$ cat src/sv/lpg_pkg.sv
// ----------------------------------------------------------------------------
// lpg_pkg
// shared command codes and the fixed color width for the line pixel generator
// ----------------------------------------------------------------------------
package lpg_pkg;

  localparam int unsigned COLOR_BITS = 32;

  localparam logic CMD_LOAD = 1'b0;
  localparam logic CMD_STEP = 1'b1;

endpackage

$ cat src/sv/lpg_queue.sv
// ----------------------------------------------------------------------------
// lpg_queue
// short register queue between the classifying front and the pixel back end
// ----------------------------------------------------------------------------
module lpg_queue #(
  parameter int unsigned WIDTH = 96,
  parameter int unsigned DEPTH = 2
) (
  input  logic             clk_i,
  input  logic             rst_ni,
  input  logic             push_i,
  input  logic [WIDTH-1:0] push_data_i,
  output logic             full_o,
  input  logic             pop_i,
  output logic             empty_o,
  output logic [WIDTH-1:0] pop_data_o
);

  localparam int unsigned PtrBits = (DEPTH > 1) ? $clog2(DEPTH) : 1;
  localparam int unsigned CntBits = $clog2(DEPTH + 1);

  logic [WIDTH-1:0]   mem_q [DEPTH];
  logic [PtrBits-1:0] wr_ptr_q, wr_ptr_d;
  logic [PtrBits-1:0] rd_ptr_q, rd_ptr_d;
  logic [CntBits-1:0] count_q, count_d;
  logic               do_push, do_pop;

  assign full_o     = (count_q == CntBits'(DEPTH));
  assign empty_o    = (count_q == '0);
  assign do_push    = push_i && !full_o;
  assign do_pop     = pop_i && !empty_o;
  assign pop_data_o = mem_q[rd_ptr_q];

  always_comb begin
    wr_ptr_d = wr_ptr_q;
    rd_ptr_d = rd_ptr_q;
    count_d  = count_q;
    if (do_push) begin
      wr_ptr_d = (wr_ptr_q == PtrBits'(DEPTH - 1)) ? '0 : wr_ptr_q + PtrBits'(1);
    end
    if (do_pop) begin
      rd_ptr_d = (rd_ptr_q == PtrBits'(DEPTH - 1)) ? '0 : rd_ptr_q + PtrBits'(1);
    end
    if (do_push && !do_pop) begin
      count_d = count_q + CntBits'(1);
    end else if (do_pop && !do_push) begin
      count_d = count_q - CntBits'(1);
    end
  end

  always_ff @(posedge clk_i or negedge rst_ni) begin
    if (!rst_ni) begin
      wr_ptr_q <= '0;
      rd_ptr_q <= '0;
      count_q  <= '0;
    end else begin
      wr_ptr_q <= wr_ptr_d;
      rd_ptr_q <= rd_ptr_d;
      count_q  <= count_d;
    end
  end

  always_ff @(posedge clk_i) begin
    if (do_push) begin
      mem_q[wr_ptr_q] <= push_data_i;
    end
  end

  a_count_range: assert property (@(posedge clk_i) disable iff (!rst_ni)
    count_q <= CntBits'(DEPTH))
    else $error("queue count beyond depth");

  a_ptrs_when_empty: assert property (@(posedge clk_i) disable iff (!rst_ni)
    (count_q == '0) |-> (wr_ptr_q == rd_ptr_q))
    else $error("queue pointers disagree while empty");

  a_count_step: assert property (@(posedge clk_i) disable iff (!rst_ni)
    (do_push && !do_pop) |=> (count_q == $past(count_q) + CntBits'(1)))
    else $error("queue count did not follow push");

endmodule

$ cat src/sv/lpg_front.sv
// ----------------------------------------------------------------------------
// lpg_front
// classifies incoming items and sets up line geometry for loads
// ----------------------------------------------------------------------------
module lpg_front #(
  parameter int unsigned COORD_BITS = 12
) (
  input  logic                            command_i,
  input  logic [COORD_BITS-1:0]           start_x_i,
  input  logic [COORD_BITS-1:0]           start_y_i,
  input  logic [COORD_BITS-1:0]           end_x_i,
  input  logic [COORD_BITS-1:0]           end_y_i,
  output logic                            is_load_o,
  output logic                            transposed_o,
  output logic                            minor_down_o,
  output logic [COORD_BITS-1:0]           major_pos_o,
  output logic [COORD_BITS-1:0]           major_end_o,
  output logic [COORD_BITS-1:0]           minor_pos_o,
  output logic [COORD_BITS-1:0]           major_span_o,
  output logic [COORD_BITS:0]             minor_twice_o
);

  logic [COORD_BITS-1:0] dx, dy, dminor;
  logic [COORD_BITS-1:0] a0, b0, a1, b1;
  logic                  swap_ends;
  logic [COORD_BITS-1:0] ma0, mb0, ma1, mb1;

  assign is_load_o = (command_i == lpg_pkg::CMD_LOAD);

  assign dx = (start_x_i > end_x_i) ? start_x_i - end_x_i : end_x_i - start_x_i;
  assign dy = (start_y_i > end_y_i) ? start_y_i - end_y_i : end_y_i - start_y_i;
  assign transposed_o = (dx < dy);

  assign a0 = transposed_o ? start_y_i : start_x_i;
  assign b0 = transposed_o ? start_x_i : start_y_i;
  assign a1 = transposed_o ? end_y_i   : end_x_i;
  assign b1 = transposed_o ? end_x_i   : end_y_i;

  assign swap_ends = (a0 > a1);
  assign ma0 = swap_ends ? a1 : a0;
  assign mb0 = swap_ends ? b1 : b0;
  assign ma1 = swap_ends ? a0 : a1;
  assign mb1 = swap_ends ? b0 : b1;

  assign dminor        = (mb0 > mb1) ? mb0 - mb1 : mb1 - mb0;
  assign major_pos_o   = ma0;
  assign major_end_o   = ma1;
  assign minor_pos_o   = mb0;
  assign major_span_o  = ma1 - ma0;
  assign minor_twice_o = {dminor, 1'b0};
  assign minor_down_o  = (mb1 < mb0);

endmodule

$ cat src/sv/lpg_back.sv
// ----------------------------------------------------------------------------
// lpg_back
// bresenham stepper, output reg; one pixel per cycle when fed and not held
// ----------------------------------------------------------------------------
module lpg_back #(
  parameter int unsigned COORD_BITS = 12
) (
  input  logic                            clk_i,
  input  logic                            rst_ni,
  input  logic                            empty_i,
  output logic                            pop_o,
  input  logic                            is_load_i,
  input  logic                            transposed_i,
  input  logic                            minor_down_i,
  input  logic [COORD_BITS-1:0]           major_pos_i,
  input  logic [COORD_BITS-1:0]           major_end_i,
  input  logic [COORD_BITS-1:0]           minor_pos_i,
  input  logic [COORD_BITS-1:0]           major_span_i,
  input  logic [COORD_BITS:0]             minor_twice_i,
  input  logic [lpg_pkg::COLOR_BITS-1:0]  color_i,
  output logic                            out_valid_o,
  input  logic                            out_ready_i,
  output logic [COORD_BITS-1:0]           pixel_x_o,
  output logic [COORD_BITS-1:0]           pixel_y_o,
  output logic [lpg_pkg::COLOR_BITS-1:0]  pixel_color_o,
  output logic                            last_pixel_o
);

  localparam int unsigned ErrBits = COORD_BITS + 3;

  logic                           busy_q, busy_d;
  logic                           out_valid_q, out_valid_d;
  logic                           transposed_q;
  logic                           minor_down_q;
  logic [COORD_BITS-1:0]          major_pos_q;
  logic [COORD_BITS-1:0]          major_end_q;
  logic [COORD_BITS-1:0]          minor_pos_q;
  logic [COORD_BITS-1:0]          major_span_q;
  logic [COORD_BITS:0]            minor_twice_q;
  logic [ErrBits-1:0]             error_acc_q;
  logic [lpg_pkg::COLOR_BITS-1:0] held_color_q;
  logic [COORD_BITS-1:0]          pixel_x_q, pixel_y_q;
  logic [lpg_pkg::COLOR_BITS-1:0] pixel_color_q;
  logic                           last_pixel_q;

  logic                           out_free;
  logic                           do_load, do_step;
  logic                           at_end;
  logic [ErrBits-1:0]             err_sum, span_ext, err_next;
  logic                           minor_move;

  assign out_free = !out_valid_q || out_ready_i;
  assign pop_o    = !empty_i && out_free;
  assign do_load  = pop_o && is_load_i;
  assign do_step  = pop_o && !is_load_i && busy_q;
  assign at_end   = (major_pos_q == major_end_q);

  assign span_ext   = ErrBits'(major_span_q);
  assign err_sum    = error_acc_q + ErrBits'(minor_twice_q);
  assign minor_move = ($signed(err_sum) > $signed(span_ext));
  assign err_next   = minor_move ? err_sum - (span_ext << 1) : err_sum;

  always_comb begin
    busy_d      = busy_q;
    out_valid_d = out_valid_q;
    if (out_ready_i) begin
      out_valid_d = 1'b0;
    end
    if (do_step) begin
      out_valid_d = 1'b1;
      if (at_end) begin
        busy_d = 1'b0;
      end
    end
    if (do_load) begin
      busy_d = 1'b1;
    end
  end

  always_ff @(posedge clk_i or negedge rst_ni) begin
    if (!rst_ni) begin
      busy_q      <= 1'b0;
      out_valid_q <= 1'b0;
    end else begin
      busy_q      <= busy_d;
      out_valid_q <= out_valid_d;
    end
  end

  always_ff @(posedge clk_i) begin
    if (do_load) begin
      transposed_q  <= transposed_i;
      minor_down_q  <= minor_down_i;
      major_pos_q   <= major_pos_i;
      major_end_q   <= major_end_i;
      minor_pos_q   <= minor_pos_i;
      major_span_q  <= major_span_i;
      minor_twice_q <= minor_twice_i;
      error_acc_q   <= '0;
      held_color_q  <= color_i;
    end else if (do_step && !at_end) begin
      major_pos_q <= major_pos_q + COORD_BITS'(1);
      error_acc_q <= err_next;
      if (minor_move) begin
        minor_pos_q <= minor_down_q ? minor_pos_q - COORD_BITS'(1)
                                    : minor_pos_q + COORD_BITS'(1);
      end
    end
  end

  always_ff @(posedge clk_i) begin
    if (do_step) begin
      pixel_x_q     <= transposed_q ? minor_pos_q : major_pos_q;
      pixel_y_q     <= transposed_q ? major_pos_q : minor_pos_q;
      pixel_color_q <= held_color_q;
      last_pixel_q  <= at_end;
    end
  end

  assign out_valid_o   = out_valid_q;
  assign pixel_x_o     = pixel_x_q;
  assign pixel_y_o     = pixel_y_q;
  assign pixel_color_o = pixel_color_q;
  assign last_pixel_o  = last_pixel_q;

  a_major_in_range: assert property (@(posedge clk_i) disable iff (!rst_ni)
    busy_q |-> (major_pos_q <= major_end_q))
    else $error("major coordinate passed its end");

  a_error_bounded: assert property (@(posedge clk_i) disable iff (!rst_ni)
    busy_q |-> ($signed(error_acc_q) <= $signed(span_ext)))
    else $error("error term above major span");

  a_last_clears_busy: assert property (@(posedge clk_i) disable iff (!rst_ni)
    (do_step && at_end) |=> !busy_q)
    else $error("busy held after last pixel");

  a_step_needs_room: assert property (@(posedge clk_i) disable iff (!rst_ni)
    do_step |-> out_free)
    else $error("pixel produced over a held result");

endmodule

$ cat src/sv/line_pixel_generator.sv
// ----------------------------------------------------------------------------
// line_pixel_generator
// bresenham line engine: load endpoints and color, then emit one pixel per step
// ----------------------------------------------------------------------------
//  channel  direction  handshake               payload
//  in       input      in_valid_i / in_ready_o command, endpoints, line color
//  out      output     out_valid_o / out_ready_i pixel x/y, color, last flag
//
//  one item per clock sustained while out_ready_i stays high; a step reaches
//  out_valid_o through the queue register, then the output register
//  the two-entry queue decouples setup from stepping; in_ready_o drops only
//  when it is full
//  a held result on out stalls the stepper, not the intake, until the queue fills
//  reset clears busy, queue count and output valid
// ----------------------------------------------------------------------------
module line_pixel_generator #(
  parameter int unsigned COORD_BITS = 12
) (
  input  logic                            clk_i,
  input  logic                            rst_ni,
  input  logic                            in_valid_i,
  output logic                            in_ready_o,
  input  logic                            command_i,
  input  logic [COORD_BITS-1:0]           start_x_i,
  input  logic [COORD_BITS-1:0]           start_y_i,
  input  logic [COORD_BITS-1:0]           end_x_i,
  input  logic [COORD_BITS-1:0]           end_y_i,
  input  logic [lpg_pkg::COLOR_BITS-1:0]  line_color_in_i,
  output logic                            out_valid_o,
  input  logic                            out_ready_i,
  output logic [COORD_BITS-1:0]           pixel_x_o,
  output logic [COORD_BITS-1:0]           pixel_y_o,
  output logic [lpg_pkg::COLOR_BITS-1:0]  pixel_color_o,
  output logic                            last_pixel_o
);

  localparam int unsigned EntryBits = 3 + 5 * COORD_BITS + 1 + lpg_pkg::COLOR_BITS;

  logic                           f_is_load, f_transposed, f_minor_down;
  logic [COORD_BITS-1:0]          f_major_pos, f_major_end, f_minor_pos, f_major_span;
  logic [COORD_BITS:0]            f_minor_twice;

  logic                           b_is_load, b_transposed, b_minor_down;
  logic [COORD_BITS-1:0]          b_major_pos, b_major_end, b_minor_pos, b_major_span;
  logic [COORD_BITS:0]            b_minor_twice;
  logic [lpg_pkg::COLOR_BITS-1:0] b_color;

  logic [EntryBits-1:0]           push_data, pop_data;
  logic                           q_full, q_empty, q_pop;

  lpg_front #(
    .COORD_BITS(COORD_BITS)
  ) u_front (
    .command_i    (command_i),
    .start_x_i    (start_x_i),
    .start_y_i    (start_y_i),
    .end_x_i      (end_x_i),
    .end_y_i      (end_y_i),
    .is_load_o    (f_is_load),
    .transposed_o (f_transposed),
    .minor_down_o (f_minor_down),
    .major_pos_o  (f_major_pos),
    .major_end_o  (f_major_end),
    .minor_pos_o  (f_minor_pos),
    .major_span_o (f_major_span),
    .minor_twice_o(f_minor_twice)
  );

  assign push_data = {f_is_load, f_transposed, f_minor_down, f_major_pos, f_major_end,
                      f_minor_pos, f_major_span, f_minor_twice, line_color_in_i};

  assign in_ready_o = !q_full;

  lpg_queue #(
    .WIDTH(EntryBits),
    .DEPTH(2)
  ) u_queue (
    .clk_i      (clk_i),
    .rst_ni     (rst_ni),
    .push_i     (in_valid_i),
    .push_data_i(push_data),
    .full_o     (q_full),
    .pop_i      (q_pop),
    .empty_o    (q_empty),
    .pop_data_o (pop_data)
  );

  assign {b_is_load, b_transposed, b_minor_down, b_major_pos, b_major_end,
          b_minor_pos, b_major_span, b_minor_twice, b_color} = pop_data;

  lpg_back #(
    .COORD_BITS(COORD_BITS)
  ) u_back (
    .clk_i        (clk_i),
    .rst_ni       (rst_ni),
    .empty_i      (q_empty),
    .pop_o        (q_pop),
    .is_load_i    (b_is_load),
    .transposed_i (b_transposed),
    .minor_down_i (b_minor_down),
    .major_pos_i  (b_major_pos),
    .major_end_i  (b_major_end),
    .minor_pos_i  (b_minor_pos),
    .major_span_i (b_major_span),
    .minor_twice_i(b_minor_twice),
    .color_i      (b_color),
    .out_valid_o  (out_valid_o),
    .out_ready_i  (out_ready_i),
    .pixel_x_o    (pixel_x_o),
    .pixel_y_o    (pixel_y_o),
    .pixel_color_o(pixel_color_o),
    .last_pixel_o (last_pixel_o)
  );

endmodule

$ cat config.mk
export PLATFORM = sky130hd
export DESIGN_NAME = line_pixel_generator
export DESIGN_NICKNAME = d
export VERILOG_FILES = /design/src/sv/lpg_pkg.sv /design/src/sv/lpg_queue.sv /design/src/sv/lpg_front.sv /design/src/sv/lpg_back.sv /design/src/sv/line_pixel_generator.sv
export SDC_FILE = /design/constraint.sdc
export NUM_CORES = 1
export LEC_CHECK = 0
export ABC_AREA = 1
export BUFFER_PORTS_ARGS = -buffer_cell sky130_fd_sc_hd__buf_2
export CAP_MARGIN = 20
export CELL_PAD_IN_SITES_DETAIL_PLACEMENT = 0
export CELL_PAD_IN_SITES_GLOBAL_PLACEMENT = 1
export CORE_MARGIN = 2
export CORE_UTILIZATION = 51
export CTS_CLUSTER_DIAMETER = 100
export CTS_CLUSTER_SIZE = 8
export DETAILED_ROUTE_END_ITERATION = 12
export GPL_TIMING_DRIVEN = 0
export PLACE_DENSITY_LB_ADDON = 0.1
export SLEW_MARGIN = 10
export SYNTH_ARGS = -nofsm -noshare
export SYNTH_HDL_FRONTEND = slang
export SYNTH_SLANG_ARGS = --single-unit
$ cat constraint.sdc
create_clock -name clk_i -period 10.06 [get_ports clk_i]
set_input_delay 1.006 -clock clk_i [delete_from_list [all_inputs] [get_ports clk_i]]
set_output_delay 1.006 -clock clk_i [all_outputs]
set_load 0.02 [all_outputs]
==> impl_metrics.csv, run 1 <==
group,metric,value,unit
outcome,status,"complete, no violations",
cells_and_area,layout-drive-gt1-share,0.1299,
critical_path,cp-end-kind,"register",
timing,fin_crit,9.370,ns
clocking,h-tree-depth,2,
timing,setup_tns,0,ns
critical_path,cp_data_arrival_time,9.78,ns
die,core,38830,sq um
cells_and_area,final_common_cell,"nand2_1",
yosys,synth_nets,2352,
route,avgRoutedWirePerCell,17.23,microns
die,rows,72,
critical_path,critPathKind,"in -> reg",
clocking,cts_sinks,361,
yosys,synthCells,2119,
clocking,root_buffer,"clkbuf_16",
global_route,grt_max_degree,59,
yosys,synth_area,20120,sq um
clocking,clk_pin_slew,0.05,ns
die,pin_count,144,
cells_and_area,nets,2567,
cells_and_area,num_antenna_cells,0,
route,dr.pass1.iters,6,
yosys,synth-seq-area-share,0.5304,
placement,dp.final_hpwl,38340,microns
die,die_area,41050,sq um
placement,portBuffers,143,
critical_path,cp_common_cell,"nand2_1",
timing,maxSlewViolCount,0,
timing,hold_violations,0,
timing,finalCritPeriodShare,0.9314,
global_route,grt_pass1_vias,14750,
global_route,grtUsageTotal,0.2454,
clocking,postCtsHoldBufs,0,
global_route,met1_usage,0.3220,
route,post-route-drc-count,0,
yosys,synth_edf_count,341,
timing,max_freq,0.1067,GHz
cells_and_area,final_cell_mix,"nand2_1, edfxtp_1, inv_1",
global_route,grt.busiest_layer,"met2",
timing,skew,0.02692,ns
timing,slew_headroom,0.4247,
hold_path,hp-class,"in -> async",
placement,dpl-instance-area,21660,sq um
critical_path,cp-start-kind,"input pin",
yosys,ys_ff_latch,361,
timing,fin_hold_ws,0.2377,ns
die,die_h,202.6,microns
clocking,clkLatencyLatePin,0.60,ns
yosys,synthXorXnorAreaFrac,0.03651,
critical_path,crit_slowest_cell,"fa_1",
critical_path,cp_num_buf_inv,17,
placement,place_congestion,0.9538,
critical_path,critPathMaxFanout,10,
yosys,synth_fa_ha_area_frac,0.09541,
global_route,grt_first_pass_wirelength,77880,microns
route,ant_nets,0,
route,drt_wl_total,49670,microns
yosys,async_flop_share,0.01662,
job,drv_cap,0,
yosys,synth_top_family_by_area,"simple AND/OR/NAND/NOR gates",
route,via_per_inst,5.218,
timing,setup_violations,0,
yosys,synth-simple-area-share,0.1759,
critical_path,worstPathRequired,10.47,ns
clocking,cts_tree,"yes",
global_route,antenna_found_initial,0,
critical_path,path_delay_family,"buffers and inverters",
yosys,ys_types,58,
route,drt-initial-drc-count,1062,
critical_path,cp_slowest_stage_delay,0.44,ns
die,initial_core_util,0.5181,
yosys,synth-compound-area-share,0.09864,
yosys,ys.flop_type,"edfxtp_1",
global_route,met2_usage,0.4233,
clocking,cts_max_path_buffers,3,
yosys,synth_warnings,0,
timing,worst_pin_slew,0.8598,ns
die,die_w,202.6,microns
cells_and_area,area_delta_synth_final,15.75,%
cells_and_area,final_design_area_no_fill,23290,sq um
route,vias,15040,
yosys,syn_avg_cell_area,9.494,sq um
global_route,overflow,0,
yosys,synth_mux_area_frac,0.002488,
clocking,cts-buffers-inserted,51,
global_route,use_met3,0.03756,
cells_and_area,fillers,3387,
[kinds of logic (layout without fill, tap and decap cells)]
kind of cell	after synthesis	in the layout
XOR/XNOR	83	83
AND/OR/NAND/NOR	855	855
buffers and inverters	317	562
flip-flops	361	361
AO/OA/AOI/OAI	350	350
adder cells (fa/ha/maj)	148	148
multiplexers	5	5
[metal layers]
layer,share of wire,vias up
li1,-,7581
met2,0.49,326
met3,0.043,61
met4,0.023,0
met5,0,-
met1,0.45,7070
[flip-flops by register name, indices dropped and copies added (netlist names), 2 cells and up]
signal / flops
u_back.minor_pos_q: 12
u_back.pixel_y_o: 12
u_back.minor_twice_q: 12
u_queue.mem_q: 190
u_queue.count_q: 2
u_back.error_acc_q: 14
u_back.major_pos_q: 12
u_back.major_end_q: 12
u_back.pixel_x_o: 12
u_back.pixel_color_o: 32
u_back.held_color_q: 32
u_back.major_span_q: 12
[cell usage after synthesis, types with 15 or more instances]
cell,count,area (sq um)
nor2_1,103,386.6
nand2_2,15,93.84
xor2_1,58,508.0
clkbuf_1,49,183.9
nand2_1,609,2286
xnor2_1,24,210.2
ha_1,139,1739
nand3_1,79,395.4
a21oi_1,114,570.6
edfxtp_1,341,10240
inv_1,247,927.1
o21ai_0,146,730.7
[stage by stage]
step	utilization	setup slack, ns	cells
CTS	0.5963	0.009528	2871
global placement	0.5532	-2.391	2780
floorplan	-	0.6740	2119
detailed placement	0.5578	-2.430	2787
finish	0.5997	0.6903	2882
global route	0.5997	-0.01819	2882
[path summary, 6_finish.rpt]
| path | startpoint | endpoint | slack, ns | depth (start not counted) |
|---|---|---|---|---|
| max in group asynchronous | rst_ni | u_queue.count_q[0] | 9.66 | 1 |
| hold / removal | rst_ni | u_queue.count_q[1] | 0.24 | 1 |
| hold reg to reg | u_back.held_color_q[14] | u_back.pixel_color_o[14] | 0.41 | 0 |
| setup reg to reg | u_back.minor_twice_q[1] | u_back.minor_pos_q[9] | 5.72 | 16 |
| min in group clk_i | u_back.held_color_q[14] | u_back.pixel_color_o[14] | 0.41 | 0 |
| setup / recovery | start_x_i[0] | u_queue.mem_q[1][41] | 0.69 | 55 |
[worst register-to-register path: stages (launching register included)]
cell	delay, ns
edfxtp_1	0.39
ha_1	0.22
fa_1	0.41
a21oi_1	0.15
nor2_1	0.05
nor2_1	0.15
o21ai_1	0.12
a31oi_1	0.24
o21ai_1	0.14
xor2_1	0.21
inv_1	0.10
ha_1	0.31
nand3_1	0.08
nor4b_1	0.39
nand4_2	0.28
nand3_1	0.29
nand2_1	0.39
[what timing repair did]
item,4_1_cts,5_1_grt
resized for setup,21,38
setup buffers,1,11
pin swaps,1,10
setup endpoints to repair,24,22
[cell type report]
cell class | count | area, sq um | area share
inverter | 255 | 962.2 | 0.04132
clock inverter | 5 | 60.06 | 0.002579
clock buffer | 78 | 1378 | 0.05916
timing repair buffer | 162 | 960.9 | 0.04127
sequential | 361 | 10670 | 0.4582
multi-input combinational | 1441 | 8320 | 0.3573
tap | 518 | 648.1 | 0.02783
buffer | 62 | 286.5 | 0.01230
Power of run 1 is left out: the tool's default activity adds up to more than one toggle a clock period on the data nets, which glitch-free logic cannot reach.
==> run 2: changes to the inputs <==
--- a/config.mk
+++ b/config.mk
@@ -10,7 +10,6 @@
 export CAP_MARGIN = 20
 export CELL_PAD_IN_SITES_DETAIL_PLACEMENT = 0
 export CELL_PAD_IN_SITES_GLOBAL_PLACEMENT = 1
-export CORE_MARGIN = 2
 export CORE_UTILIZATION = 51
 export CTS_CLUSTER_DIAMETER = 100
 export CTS_CLUSTER_SIZE = 8
==> constraint.sdc (replaced) <==
create_clock -name clk_i -period 10.06 [get_ports clk_i]
set_input_delay 2.012 -clock clk_i [delete_from_list [all_inputs] [get_ports clk_i]]
set_output_delay 2.012 -clock clk_i [all_outputs]
set_load 0.02 [all_outputs]
==> impl_metrics.csv, run 2 (synthesis gave the netlist of run 1 again) <==
group,metric,value,unit
cells_and_area,final_design_area_no_fill,23620,sq um
clocking,postCtsHoldBufs,0,
timing,hold_violations,0,
die,die_h,200.6,microns
critical_path,cp_data_arrival_time,9.98,ns
cells_and_area,fillers,3348,
timing,skew,0.01415,ns
critical_path,worst-r2r-cell-count,16,
cells_and_area,final_common_cell,"nand2_1",
route,via_per_inst,5.204,
outcome,status,"complete, no violations",
cells_and_area,final_cell_mix,"nand2_1, edfxtp_1, inv_1",
die,initial_core_util,0.5193,
global_route,grt_pass1_vias,14770,
cells_and_area,layout-drive-gt1-share,0.1522,
route,vias,15070,
clocking,h-tree-depth,2,
route,post-route-drc-count,0,
timing,fin_crit,9.686,ns
critical_path,critPathMaxFanout,14,
cells_and_area,top_register,"u_queue.mem_q",
placement,dp.cells,2788,
hold_path,hold_end,"u_back.pixel_color_o[27]",
timing,finalCritPeriodShare,0.9628,
critical_path,cp_common_cell,"nand2_1",
hold_path,hp-class,"reg -> reg",
critical_path,cp-end-kind,"register",
hold_path,worstHoldPathCells,0,
hold_path,worstHoldStart,"u_back.held_color_q[27]",
critical_path,r2r_slack,5.65,ns
critical_path,path_delay_family,"compound AO/OA/AOI/OAI gates",
cells_and_area,num_antenna_cells,0,
critical_path,cp_num_buf_inv,17,
cells_and_area,largest_reg_flops,190,
timing,slew_headroom,0.3541,
clocking,root_buffer,"clkbuf_16",
global_route,grt_max_degree,51,
die,die_area,40240,sq um
critical_path,crit_slowest_cell,"fa_2",
global_route,grtUsageTotal,0.2496,
cells_and_area,nets,2588,
job,drv_cap,0,
timing,max_freq,0.1032,GHz
critical_path,worstPathRequired,10.35,ns
placement,portBuffers,143,
critical_path,critPathKind,"in -> reg",
clocking,clkLatencyLatePin,0.57,ns
clocking,cts_tree,"yes",
clocking,clk_pin_slew,0.05,ns
global_route,antenna_found_initial,1,
timing,maxSlewViolCount,0,
global_route,grt_first_pass_wirelength,78190,microns
clocking,cts_max_path_buffers,3,
clocking,cts_sinks,361,
cells_and_area,fin_cells,2896,
route,drt-initial-drc-count,957,
clocking,cts-buffers-inserted,51,
critical_path,cp_slowest_stage_delay,0.42,ns
timing,worst_pin_slew,0.9653,ns
die,rows,72,
die,die_w,200.6,microns
global_route,overflow,0,
route,avgRoutedWirePerCell,17.17,microns
critical_path,reg2reg_from,"u_back.minor_twice_q[1]",
cells_and_area,area_delta_synth_final,17.40,%
route,ant_nets,0,
route,dr.pass1.iters,5,
critical_path,r2r-end,"u_back.minor_pos_q[11]",
timing,setup_violations,0,
placement,dp.final_hpwl,38500,microns
timing,fin_hold_ws,0.4117,ns
route,drt_wl_total,49720,microns
die,core,38740,sq um
placement,place_congestion,0.8999,
critical_path,cp-start-kind,"input pin",
die,pin_count,144,
placement,dpl-instance-area,21670,sq um
run 2: cell count changes in the layout (fill, tap and decap cells not counted), sizes merged:
cell / change
buf: +26
clkbuf: -12
bufinv: +1
clkinv: +1
clkinvlp: -1
inv: -1
run 2: worst max path at each step:
| stage | cells past startpoint | slack [ns] | endpoint | startpoint |
|---|---|---|---|---|
| after floorplan | 55 | 0.02 | u_queue.mem_q[0][41] | start_x_i[0] |
| after global placement | 56 | -2.99 | u_queue.mem_q[0][41] | start_x_i[0] |
| after detailed placement | 56 | -3.12 | u_queue.mem_q[1][41] | start_x_i[0] |
| after CTS | 55 | 0.04 | u_queue.mem_q[1][41] | start_x_i[0] |
| after global routing | 58 | -0.04 | u_queue.mem_q[1][41] | start_x_i[0] |
| final | 58 | 0.37 | u_queue.mem_q[1][41] | start_x_i[0] |
run 2: worst reg2reg max path, delay by kind of cell, from the launching register on:
kind,cells,cell delay (ns)
simple gates,7,1.67
fa+ha+maj,3,0.96
compound gates,4,0.68
flops,1,0.39
xor+xnor,1,0.21
buf+inv,1,0.10
run 2: what timing repair did:
action | 4_1_cts | 5_1_grt
pin swaps | 11 | 20
gates resized for setup | 47 | 64
setup buffers | 11 | 25
endpoints found under the setup margin | 26 | 22
hold endpoints to repair | 0 | 0
run 2: stage by stage:
step,TNS [ns],utilization,setup WS (ns)
6_report,0,0.6097,0.3744
5_1_grt,-0.1460,0.6097,-0.03752
3_3_place_gp,-67.64,0.5547,-2.992
4_1_cts,0,0.6021,0.03573
3_5_place_dp,-73.08,0.5595,-3.116
2_1_floorplan,0,-,0.01821
run 2: layer usage:
metal | GRT usage | wire [microns] | vias up
li1 | - | - | 7597
met1 | 0.3251 | 21790 | 7028
met2 | 0.4329 | 24320 | 385
met3 | 0.03653 | 2452 | 62
met4 | 0.07116 | 1158 | 0
met5 | 0 | 0 | -
run 2: final cells by class:
cell class	instances	area [sq um]	area share
Multi-Input combinational cell	1441	8443	0.3575
Sequential cell	361	10670	0.4518
Buffer	58	305.3	0.01293
Timing Repair Buffer	187	1154	0.04885
Clock buffer	71	1351	0.05722
Inverter	255	962.2	0.04074
Tap cell	518	648.1	0.02744
Clock inverter	5	83.83	0.003549
Power of run 2 is left out for the same reason.
